### config.mk
export PLATFORM = sky130hd
export DESIGN_NAME = led_ring_pixel_gamma_encoder
export DESIGN_NICKNAME = d
export VERILOG_FILES = /design/src/rtl/core/ledgam_pkg.sv /design/src/rtl/core/ledgam_channel.sv /design/src/rtl/core/led_ring_pixel_gamma_encoder.sv
export SDC_FILE = /design/constraint.sdc
export NUM_CORES = 2
export LEC_CHECK = 0
export ABC_CLOCK_PERIOD_IN_PS = 18100
export BUFFER_PORTS_ARGS = -buffer_cell sky130_fd_sc_hd__buf_2
export CORE_UTILIZATION = 33
export DETAILED_ROUTE_END_ITERATION = 10
export GPL_TIMING_DRIVEN = 0
export PLACE_DENSITY_LB_ADDON = 0.05
export RECOVER_POWER = 100
export SLEW_MARGIN = 30
export SYNTH_ARGS = -nofsm -noshare
export SYNTH_HDL_FRONTEND = slang
export SYNTH_HIERARCHICAL = 1
export SYNTH_SLANG_ARGS = --single-unit
### constraint.sdc
create_clock -name clk -period 18.1 [get_ports clk]
set_input_delay 3.62 -clock clk [delete_from_list [all_inputs] [get_ports clk]]
set_output_delay 3.62 -clock clk [all_outputs]
set_load 0.02 [all_outputs]
### src/rtl/core/ledgam_pkg.sv
// Package with the types, constants and gamma threshold table of the LED ring gamma encoder.
`default_nettype none

package ledgam_pkg;

  localparam int IDX_W   = 5;
  localparam int LIN_W   = 17;
  localparam int CODE_W  = 8;
  localparam int FRAME_W = 32;
  localparam int FRAC_W  = 16;
  localparam int BIG_W   = 192;

  localparam logic [LIN_W-1:0] ONE_Q16   = 17'd65536;
  localparam logic [IDX_W:0]   RING_SIZE = 6'd24;

  localparam int IN_DATA_W  = 80;
  localparam int OUT_DATA_W = 72;
  localparam int CFG_IDX_W  = 2;

  typedef logic [IDX_W-1:0]   idx_t;
  typedef logic [LIN_W-1:0]   lin_t;
  typedef logic [CODE_W-1:0]  code_t;
  typedef logic [FRAME_W-1:0] frame_t;
  typedef logic [FRAC_W-1:0]  frac_t;

  typedef enum logic [CFG_IDX_W-1:0] {
    REG_BRIGHTNESS    = 2'd0,
    REG_RING_OFFSET   = 2'd1,
    REG_RING_REVERSED = 2'd2
  } reg_idx_e;

  typedef struct packed {
    logic s2_load;
    logic s3_load;
  } pipe_ctl_t;

  typedef logic [255:0][LIN_W-1:0] thr_table_t;

  // True when v^5 * 510^11 >= (2c-1)^11 * 65536^5, evaluated exactly.
  function automatic logic thr_reaches(input lin_t v, input int c);
    logic [BIG_W-1:0] lhs;
    logic [BIG_W-1:0] rhs;
    lhs = BIG_W'(1);
    rhs = BIG_W'(1);
    for (int n = 0; n < 5; n++) begin
      lhs = lhs * BIG_W'(v);
      rhs = rhs << FRAC_W;
    end
    for (int n = 0; n < 11; n++) begin
      lhs = lhs * BIG_W'(510);
      rhs = rhs * BIG_W'(2 * c - 1);
    end
    return lhs >= rhs;
  endfunction

  function automatic thr_table_t build_thr();
    thr_table_t t;
    lin_t       lo;
    lin_t       hi;
    lin_t       mid;
    t = '0;
    for (int c = 1; c <= 255; c++) begin
      lo = 17'd1;
      hi = ONE_Q16;
      for (int s = 0; s < 18; s++) begin
        if (lo < hi) begin
          mid = lo + ((hi - lo) >> 1);
          if (thr_reaches(mid, c)) begin
            hi = mid;
          end else begin
            lo = mid + 17'd1;
          end
        end
      end
      t[c] = lo;
    end
    return t;
  endfunction

  // Entry c is the least scaled value that encodes to c or more; entry zero is unused.
  localparam thr_table_t GAMMA_THR = build_thr();

endpackage

`default_nettype wire

### src/rtl/core/ledgam_channel.sv
// One color channel: brightness multiply, then gamma encoding by a search of the threshold table.
`default_nettype none

module ledgam_channel (
  input  wire logic                  clk,
  input  wire ledgam_pkg::pipe_ctl_t ctl,
  input  wire ledgam_pkg::lin_t      lin,
  input  wire ledgam_pkg::lin_t      scale,
  output ledgam_pkg::code_t          code
);
  import ledgam_pkg::*;

  logic [2*LIN_W-1:0] product;
  logic               sat_nxt;
  logic               sat_r;
  frac_t              frac_nxt;
  frac_t              frac_r;
  code_t              code_nxt;
  code_t              code_r;
  code_t              cand;

  always_comb begin
    product  = lin * scale;
    sat_nxt  = |product[2*LIN_W-1:LIN_W-1+FRAC_W];
    frac_nxt = product[FRAC_W+FRAC_W-1:FRAC_W];
  end

  // Finds the largest code whose threshold is reached, one bit per step from the top.
  always_comb begin
    code_nxt = '0;
    cand     = '0;
    if (sat_r) begin
      code_nxt = '1;
    end else begin
      for (int b = CODE_W - 1; b >= 0; b--) begin
        cand = code_nxt | (code_t'(1) << b);
        if (GAMMA_THR[cand] <= {1'b0, frac_r}) begin
          code_nxt = cand;
        end
      end
    end
  end

  always_ff @(posedge clk) begin
    if (ctl.s2_load) begin
      sat_r  <= sat_nxt;
      frac_r <= frac_nxt;
    end
    if (ctl.s3_load) begin
      code_r <= code_nxt;
    end
  end

  assign code = code_r;

endmodule

`default_nettype wire

### src/rtl/core/led_ring_pixel_gamma_encoder.sv
// Top level of the LED ring pixel gamma encoder.
// The block takes one RGBW pixel per clock cycle while in_tready is high and returns one encoded
// pixel per input transaction through a three-register pipeline: an input register, a register
// after the four brightness multipliers, and the output register after the gamma threshold
// search. Each stage moves on when the stage after it is empty or moving, so a free stage keeps
// accepting pixels while a finished result waits. Configuration writes are always ready and
// take effect at once; write them only while no pixel is in flight.
`default_nettype none

module led_ring_pixel_gamma_encoder (
  input  wire logic                             clk,
  input  wire logic                             rst_n,
  input  wire logic                             in_tvalid,
  output logic                                  in_tready,
  // pixel_index[4:0], red_linear[21:5], green_linear[38:22], blue_linear[55:39],
  // white_linear[72:56], zero padding.
  input  wire logic [ledgam_pkg::IN_DATA_W-1:0] in_tdata,
  // scale_enable[0].
  input  wire logic                             in_tuser,
  output logic                                  out_tvalid,
  input  wire logic                             out_tready,
  // strip_pos[4:0], red_code[12:5], green_code[20:13], blue_code[28:21],
  // white_code[36:29], frames_shown[68:37], zero padding.
  output logic [ledgam_pkg::OUT_DATA_W-1:0]     out_tdata,
  input  wire logic                             cfg_valid,
  output logic                                  cfg_ready,
  input  wire logic [ledgam_pkg::CFG_IDX_W-1:0] cfg_index,
  input  wire logic [ledgam_pkg::LIN_W-1:0]     cfg_data
);
  import ledgam_pkg::*;

  lin_t       brightness_r;
  idx_t       ring_offset_r;
  logic       ring_reversed_r;

  logic       s1_valid_r;
  logic       s1_valid_nxt;
  logic       s2_valid_r;
  logic       s2_valid_nxt;
  logic       out_valid_r;
  logic       out_valid_nxt;
  logic       s1_rdy;
  logic       s2_rdy;
  logic       s3_rdy;
  pipe_ctl_t  ctl;

  idx_t       s1_idx_r;
  lin_t       s1_lin_r [4];
  logic       s1_apply_r;

  lin_t       scale;
  idx_t       offset_mod;
  idx_t       index_mod;
  logic [IDX_W:0] pos_sum;
  idx_t       phys_nxt;
  logic       frame_end;
  frame_t     frame_cnt_r;
  frame_t     frame_cnt_nxt;

  idx_t       s2_phys_r;
  frame_t     s2_frames_r;
  idx_t       s3_phys_r;
  frame_t     s3_frames_r;
  code_t      codes [4];

  // Configuration.
  assign cfg_ready = 1'b1;

  always_ff @(posedge clk) begin
    if (!rst_n) begin
      brightness_r    <= 17'd32768;
      ring_offset_r   <= '0;
      ring_reversed_r <= 1'b0;
    end else if (cfg_valid) begin
      unique case (reg_idx_e'(cfg_index))
        REG_BRIGHTNESS:    brightness_r    <= cfg_data;
        REG_RING_OFFSET:   ring_offset_r   <= cfg_data[IDX_W-1:0];
        REG_RING_REVERSED: ring_reversed_r <= cfg_data[0];
        default: ;
      endcase
    end
  end

  // Pipeline flow control.
  always_comb begin
    s3_rdy        = !out_valid_r || out_tready;
    s2_rdy        = !s2_valid_r || s3_rdy;
    s1_rdy        = !s1_valid_r || s2_rdy;
    s1_valid_nxt  = s1_rdy ? in_tvalid : s1_valid_r;
    s2_valid_nxt  = s2_rdy ? s1_valid_r : s2_valid_r;
    out_valid_nxt = s3_rdy ? s2_valid_r : out_valid_r;
    ctl.s2_load   = s1_valid_r && s2_rdy;
    ctl.s3_load   = s2_valid_r && s3_rdy;
  end

  assign in_tready  = s1_rdy;
  assign out_tvalid = out_valid_r;

  always_ff @(posedge clk) begin
    if (!rst_n) begin
      s1_valid_r  <= 1'b0;
      s2_valid_r  <= 1'b0;
      out_valid_r <= 1'b0;
      frame_cnt_r <= '0;
    end else begin
      s1_valid_r  <= s1_valid_nxt;
      s2_valid_r  <= s2_valid_nxt;
      out_valid_r <= out_valid_nxt;
      frame_cnt_r <= frame_cnt_nxt;
    end
  end

  // Input register.
  always_ff @(posedge clk) begin
    if (in_tvalid && s1_rdy) begin
      s1_idx_r    <= in_tdata[4:0];
      s1_lin_r[0] <= in_tdata[21:5];
      s1_lin_r[1] <= in_tdata[38:22];
      s1_lin_r[2] <= in_tdata[55:39];
      s1_lin_r[3] <= in_tdata[72:56];
      s1_apply_r  <= in_tuser;
    end
  end

  // Scale factor, ring position and frame count.
  always_comb begin
    if (s1_apply_r) begin
      scale = (brightness_r > ONE_Q16) ? ONE_Q16 : brightness_r;
    end else begin
      scale = ONE_Q16;
    end

    offset_mod = ({1'b0, ring_offset_r} >= RING_SIZE) ?
                 IDX_W'({1'b0, ring_offset_r} - RING_SIZE) : ring_offset_r;
    index_mod  = ({1'b0, s1_idx_r} >= RING_SIZE) ?
                 IDX_W'({1'b0, s1_idx_r} - RING_SIZE) : s1_idx_r;

    if (ring_reversed_r) begin
      pos_sum = {1'b0, offset_mod} + RING_SIZE - {1'b0, index_mod};
    end else begin
      pos_sum = {1'b0, offset_mod} + {1'b0, index_mod};
    end
    phys_nxt = (pos_sum >= RING_SIZE) ? IDX_W'(pos_sum - RING_SIZE) : pos_sum[IDX_W-1:0];

    frame_end     = ({1'b0, s1_idx_r} == RING_SIZE - 6'd1);
    frame_cnt_nxt = (ctl.s2_load && frame_end) ? frame_cnt_r + 32'd1 : frame_cnt_r;
  end

  always_ff @(posedge clk) begin
    if (ctl.s2_load) begin
      s2_phys_r   <= phys_nxt;
      s2_frames_r <= frame_cnt_nxt;
    end
    if (ctl.s3_load) begin
      s3_phys_r   <= s2_phys_r;
      s3_frames_r <= s2_frames_r;
    end
  end

  for (genvar ch = 0; ch < 4; ch++) begin : g_chan
    ledgam_channel u_chan (
      .clk   (clk),
      .ctl   (ctl),
      .lin   (s1_lin_r[ch]),
      .scale (scale),
      .code  (codes[ch])
    );
  end

  assign out_tdata = {3'b000, s3_frames_r, codes[3], codes[2], codes[1], codes[0], s3_phys_r};

  a_frame_step: assert property (@(posedge clk) disable iff (!rst_n)
    $past(rst_n) && (frame_cnt_r != $past(frame_cnt_r)) |->
      (frame_cnt_r == $past(frame_cnt_r) + 32'd1) && $past(ctl.s2_load))
    else $error("frame counter moved without a frame-end transaction");

  a_phys_range: assert property (@(posedge clk) disable iff (!rst_n)
    out_valid_r |-> ({1'b0, s3_phys_r} < RING_SIZE))
    else $error("physical index outside the ring");

  a_full_stall: assert property (@(posedge clk) disable iff (!rst_n)
    !in_tready |-> (s1_valid_r && s2_valid_r && out_valid_r && !out_tready))
    else $error("input stalled while the pipeline has room");

  a_no_loss: assert property (@(posedge clk) disable iff (!rst_n)
    (s2_valid_r && !s3_rdy) |=> s2_valid_r && $stable(s2_frames_r))
    else $error("stalled stage two transaction changed");

endmodule

`default_nettype wire
# Yosys cells after proc, flatten, opt, wreduce, memory -nomap -nowiden
# Memories as Yosys holds them, arrays and structs flattened.
# Index checks and enable logic that the tools add are counted.
# Widths: inputs -> output; s select.
[totals]
regBits = 238
ramBits = 68
mem_bits_ro = 60928
wordCells = 251
mem_count = 29
[op_classes]
add_sub_neg = 7
mul = 4
order_cmp = 64
n_eq_ne = 3
mux = 93
reduce_logical = 22
[mem_list]
columns = ["name", "words", "word_bits", "rd", "rd_clocked_by_memory_dff", "write_ports", "line", "source"]
rows = [
  ["(no name shown)", 128, 17, 1, 0, 0, "ledgam_channel.sv:37", "if (GAMMA_THR[cand] <= {1'b0, frac_r}) begin"],
  ["(no name shown)", 128, 17, 1, 0, 0, "ledgam_channel.sv:37", ""],
  ["(no name shown)", 128, 17, 1, 0, 0, "ledgam_channel.sv:37", ""],
  ["(no name shown)", 128, 17, 1, 0, 0, "ledgam_channel.sv:37", ""],
  ["(no name shown)", 128, 17, 1, 0, 0, "ledgam_channel.sv:37", ""],
  ["(no name shown)", 128, 17, 1, 0, 0, "ledgam_channel.sv:37", ""],
  ["+23 memories", "--", "--", "--", "--", "--", "--", ""],
]
[ops]
columns = ["op", "count"]
rows = [
  ["$mux 17", 30],
  ["$le 17x16->1", 28],
  ["$mux 8", 32],
  ["$lt 8x9->1 const B", 28],
  ["$mul 17x17->34", 4],
  ["$le 14x16->1 const A", 4],
  ["$mux 5", 7],
  ["$add 32x1->32 const B", 1],
  ["$mux 32", 1],
  ["$mux 6", 5],
  ["$mux 7", 4],
  ["$gt 17x17->1 const B", 1],
  ["$mux 4", 4],
  ["$reduce_or 2->1", 8],
  ["$sub 5x5->5 const B", 3],
  ["$mux 3", 4],
  ["$ge 5x5->1 const B", 2],
  ["$mux 2", 4],
  ["$add 5x5->6", 1],
  ["$add 5x5->6 const B", 1],
  ["$ge 6x5->1 const B", 1],
  ["$reduce_and 2->1", 3],
  ["$sub 6x5->6", 1],
  ["$eq 5x5->1 const B", 1],
  ["7 further kinds", 15],
]

# Logic depth before layout (Yosys ltp)
[logic_depth]
depth_word = 37
ltp_mapped = 107

# Cells and area by module
# The synthesis kept the hierarchy.
[by_module_without_submodules]
columns = ["module", "instances", "cells_per_inst", "area_per_inst_um2"]
rows = [
  ["ledgam_channel at g_chan[1].u_chan", 1, 2182, 17120.2],
  ["ledgam_channel at g_chan[0].u_chan", 1, 2148, 16931.2],
  ["ledgam_channel at g_chan[2].u_chan", 1, 2172, 16639.7],
  ["ledgam_channel at g_chan[3].u_chan", 1, 2144, 16557.1],
  ["led_ring_pixel_gamma_encoder", 1, 561, 7836.3],
]

# Least setup slack after synthesis
# No wires, ideal clock.
[synth_path]
kind = "register -> register"
startpoint = "reg g_chan[2].u_chan.frac_r[3]"
endpoint = "reg g_chan[2].u_chan.code_r[0] (data pin)"
setup_ns = 0.152
arrival_ns = 19.376
required_time_ns = 17.948
setup_slack_ns = -1.428
path_stages_with_launch = 101
path_buffers = 26
path_cell_list = "edfxtp_1 a31oi_1 o21ai_0 nand3_1 nand2_1 inv_1 clkbuf_1 clkbuf_1 clkbuf_1 ha_1 a211o_1 o211ai_1 a211oi_1 o311ai_1 inv_1 buf_2 buf_1 buf_1 [... 65 more ...] ha_1 clkbuf_1 clkbuf_1 nand2_1 a31oi_1 o32ai_1 a221oi_1 ha_1 nor2b_1 o21a_1 o21a_1 o21a_1 o21a_1 o21a_1 o21a_1 o21ai_0 a21oi_1 o21ai_0"
[synth_via]
elab_chain_cells = 37
[synth_lines]
columns = ["element", "line", "source"]
rows = [
  ["start, declared", "ledgam_channel.sv:17", "frac_t frac_r;"],
  ["start signal, assigned", "ledgam_channel.sv:47", "frac_r <= frac_nxt;"],
  ["$le 14x16->1", "ledgam_channel.sv:37", ""],
  ["$mux 8", "ledgam_channel.sv:37", ""],
  ["$mux 8", "ledgam_channel.sv:32", "if (sat_r) begin"],
  ["$mem_v2 128x17", "--", ""],
  ["$mux 17 (implied by the code)", "ledgam_channel.sv:37", ""],
  ["$le 17x16->1", "ledgam_channel.sv:37", ""],
  ["$mux 7", "ledgam_channel.sv:37", ""],
  ["$mux 8", "ledgam_channel.sv:32", ""],
  ["[... 21 more ...]", "--", ""],
  ["$mux 17 (implied by the code)", "ledgam_channel.sv:37", ""],
  ["$le 17x16->1", "ledgam_channel.sv:37", ""],
  ["$mux 2", "ledgam_channel.sv:37", ""],
  ["$mux 8", "ledgam_channel.sv:32", ""],
  ["$mem_v2 128x17", "--", ""],
  ["$mux 17 (implied by the code)", "ledgam_channel.sv:37", ""],
  ["$le 17x16->1 (*)", "ledgam_channel.sv:37", ""],
  ["$reduce_or 2->1 (no line) (*)", "--", ""],
  ["end signal, assigned", "ledgam_channel.sv:50", "code_r <= code_nxt;"],
  ["end, declared", "ledgam_channel.sv:19", "code_t code_r;"],
]
# Mark *: on every way between the ends. The rest lies on a longest branch, timed or not. The select of a mux whose other input is x is not followed.
# A chain may end at the register's enable or synchronous reset.

# Final worst setup path
[layout_path]
startpoint = "reg g_chan[0].u_chan.frac_r[5]"
endpoint = "reg g_chan[0].u_chan.code_r[0] (data pin)"
[layout_via]
elab_chain_cells = 37
[layout_lines]
columns = ["element", "line"]
rows = [
  ["start, declared", "ledgam_channel.sv:17"],
  ["start signal, assigned", "ledgam_channel.sv:47"],
  ["$le 14x16->1", "ledgam_channel.sv:37"],
  ["$mux 8", "ledgam_channel.sv:37"],
  ["$mux 8", "ledgam_channel.sv:32"],
  ["$mem_v2 128x17", "--"],
  ["$mux 17 (implied by the code)", "ledgam_channel.sv:37"],
  ["$le 17x16->1", "ledgam_channel.sv:37"],
  ["$mux 7", "ledgam_channel.sv:37"],
  ["$mux 8", "ledgam_channel.sv:32"],
  ["[... 21 more ...]", "--"],
  ["$mux 17 (implied by the code)", "ledgam_channel.sv:37"],
  ["$le 17x16->1", "ledgam_channel.sv:37"],
  ["$mux 2", "ledgam_channel.sv:37"],
  ["$mux 8", "ledgam_channel.sv:32"],
  ["$mem_v2 128x17", "--"],
  ["$mux 17 (implied by the code)", "ledgam_channel.sv:37"],
  ["$le 17x16->1 (*)", "ledgam_channel.sv:37"],
  ["$reduce_or 2->1 (no line) (*)", "--"],
  ["end signal, assigned", "ledgam_channel.sv:50"],
  ["end, declared", "ledgam_channel.sv:19"],
]
# Marked as above.

==> impl_metrics.json <==
{
  "ys_ff_latch": 306,
  "port_buffers": 168,
  "routed_via_density": 5.93,
  "nets": 11874,
  "synth-async-reset-ratio_pct": 0,
  "synthesis.instances": 9207,
  "setup_viol": 3,
  "finalWeightedCongestion": 1.00,
  "power_mw": 11.3,
  "multi_input_area_um2": 63100,
  "clock.fmax_mhz": 54.4,
  "synth_enable_flop_cells": 248,
  "hold_viol": 0,
  "final_util_pct": 40.6,
  "cts.sinks": 306,
  "ff_latch_area_um2": 8610,
  "grt_usage_pct": 33.8,
  "cts_made_buffers": 45,
  "grt_pass1_vias": 77369,
  "period_needed_ps": 18390,
  "final_cell_area_um2": 91500,
  "ys.flop_type": "edfxtp_1",
  "drive_gt1_share_pct": 16.9,
  "final_cell_count_no_fill": 12953,
  "synthToLayoutAreaGrowth_pct": 21.9,
  "end_kind": "flop",
  "cts_root_buf": "clkbuf_16",
  "p_leak_nw": 40.4,
  "dr_total_vias": 76854,
  "reg2reg_to": "g_chan[0].u_chan/code[0]",
  "grt_first_pass_wirelength_um": 567000,
  "rrSetupSlack_ps": -290,
  "clk_pin_slew_ps": 70,
  "cp_data_required_time_ps": 18580,
  "cts_tree": "done",
  "period_share_pct": 102,
  "yosys_warnings": 6,
  "critical_path_buf_inv_count": 24,
  "wl_per_cell_um": 30.7,
  "path_class": "flop to flop",
  "maxSlewViolCount": 77,
  "synth_most_common_cell": "nand2_1",
  "hold_path.class": "flop to flop",
  "dieHeight_um": 479,
  "yosysUniqueCellTypes": 134,
  "finClkSkew_ps": 74.5,
  "dpl_cell_area_um2": 80400,
  "cts_buffer_depth": 3,
  "cp.depth": 89,
  "synth_area_leaders": "fa_1 24%, ha_1 16%, edfxtp_1 9.9%",
  "status": "complete, but fails checks",
  "yosysTopAreaCell": "fa_1",
  "ant_nets": 0,
  "r2r_start": "g_chan[0].u_chan/frac_r[5]",
  "vdd_ir_drop_max_mv": 0.117,
  "hold-path-endpoint": "s3_frames_r[29]",
  "max_cap_violations": 2,
  "fin_tns_setup_ps": -740,
  "nFillCells": 23438,
  "htree_levels": 2,
  "boundaryPins": 180,
  "dieArea_um2": 229000,
  "wl_um": 398000,
  "first_pass_iters": 10,
  "power.density_nw_per_um2": 124,
  "core_area_um2": 226000,
  "drc": 0,
  "netlist.area_leader.share_pct": 23.7,
  "post-place-ws_ps": -10400,
  "die_x_um": 479,
  "synth_area_um2": 75100,
  "synth_common_cells": "1,342 x nand2_1, 1,167 x inv_1, 964 x ha_1",
  "drt_iter0_drc": 8452,
  "cp_max_fo": 10,
  "rsz0062_at_grt": "true",
  "failed_checks": "max-capacitance violations, max-slew violations, negative setup slack",
  "ff2ff_path_depth": 89,
  "ys_seq_area_share_pct": 11.5,
  "slowest_stage": "or4_4",
  "tightestPinTransition_ps": 2950,
  "crit_arrival_ps": 18870,
  "rows": 174,
  "critPathLaunchType": "flop",
  "cp_top_family": "compound AO/OA/AOI/OAI gates",
  "min_from": "s2_frames_r[29]",
  "clk_latency_ps": 730,
  "grt_overflow_total": 0,
  "startpoint": "g_chan[0].u_chan/frac_r[5]",
  "cpMostUsedCell": "ha_4",
  "min_path_cells": 0,
  "grt_max_degree": 41,
  "whs_ps": 417,
  "place_inst": 12393,
  "hpwl_um": 293000,
  "avgSynthCellArea_um2": 8.16,
  "antenna_found_initial": 28,
  "setup_slack_ps": -286,
  "max_stage_delay_ps": 630,
  "initial_core_util_pct": 33.3,
  "relSlewSlack_pct": -96.8
}
sequential cells by signal (all words and copies together) (netlist names):
register	count
s1_idx_r	5
s1_valid_r	1
s3_phys_r	5
s3_frames_r	32
s1_apply_r	1
g_chan.u_chan/code	32
ring_offset_r	5
s2_valid_r	1
s2_frames_r	32
s1_lin_r	68
out_tvalid	1
frame_cnt_r	32
brightness_r	17
ring_reversed_r	1
s2_phys_r	5
g_chan.u_chan/frac_r	64
g_chan.u_chan/sat_r	4
cell type report:
cell class / instances / area share [%]
multi-input combinational: 7109 / 68.9
sequential: 306 / 9.41
timing repair buffer: 705 / 5.66
buffer: 561 / 5.19
inverter: 1187 / 5.09
tap: 2992 / 4.09
clock buffer: 61 / 1.36
clock inverter: 22 / 0.260
antenna: 10 / 0.0274
worst max-delay path by stage:
stage,end
2_1_floorplan,g_chan[2].u_chan/code[0]
3_5_place_dp,g_chan[1].u_chan/code[0]
3_3_place_gp,g_chan[2].u_chan/code[0]
6_report,g_chan[0].u_chan/code[0]
5_1_grt,g_chan[1].u_chan/code[0]
4_1_cts,g_chan[1].u_chan/code[0]
routing by layer:
metal / track usage [%] / wire length, µm / part of all wire [%]
met1: 45.7 / 169000 / 42
met2: 51.2 / 169000 / 42
met3: 8.33 / 40400 / 10
met4: 14.1 / 19800 / 5.0
met5: 0 / 167 / 0.042
placed cells by master, fill, tap and decap left out, drive strengths merged, types with 35 or more instances in the layout:
cell type / instances
and2: 417
fa: 890
o311ai: 57
nand3: 173
mux2i: 35
a31oi: 114
and3: 67
o31ai: 50
nor4: 35
nand4: 84
o211ai: 98
o22ai: 80
nor2b: 49
o21ai: 460
clkbuf: 494
nor3: 138
nor2: 545
buf: 833
nand2b: 54
a21o: 75
xnor2: 75
xor2: 37
o21a: 47
inv: 1171
a221oi: 64
a311oi: 39
ha: 964
edfxtp: 248
o221ai: 44
nand2: 1361
a21oi: 545
a211oi: 107
dfxtp: 58
report_power, final:
part	internal [mW]	switching [mW]	leakage [nW]	total, mW
clock	0.507	0.400	0.712	0.907
sequential	0.828	0.0541	2.80	0.882
combinational	3.46	6.09	36.9	9.56
total	4.80	6.55	40.4	11.3
what timing repair did:
action / CTS / global route
hold buffers: 0 / 0
gates resized for setup: 1118 / 396
cloned: 0 / 5
setup endpoints to repair: 12 / 4
buffers inserted: 307 / 204
pin swaps: 220 / 298
logic make-up after synthesis:
| group | count (synthesis) | synth area share (%) |
|---|---|---|
| AOI/OAI and AO/OA | 2057 | 18.1 |
| adders and majority gates | 1854 | 39.8 |
| buffers and inverters | 1794 | 9.70 |
| and+or+nand+nor | 3042 | 19.0 |
| muxes | 40 | 0.572 |
| other | 2 | 0.0100 |
| DFF | 306 | 11.5 |
| xor gates and xnor gates | 112 | 1.38 |
(Power assumes the default switching activity.)
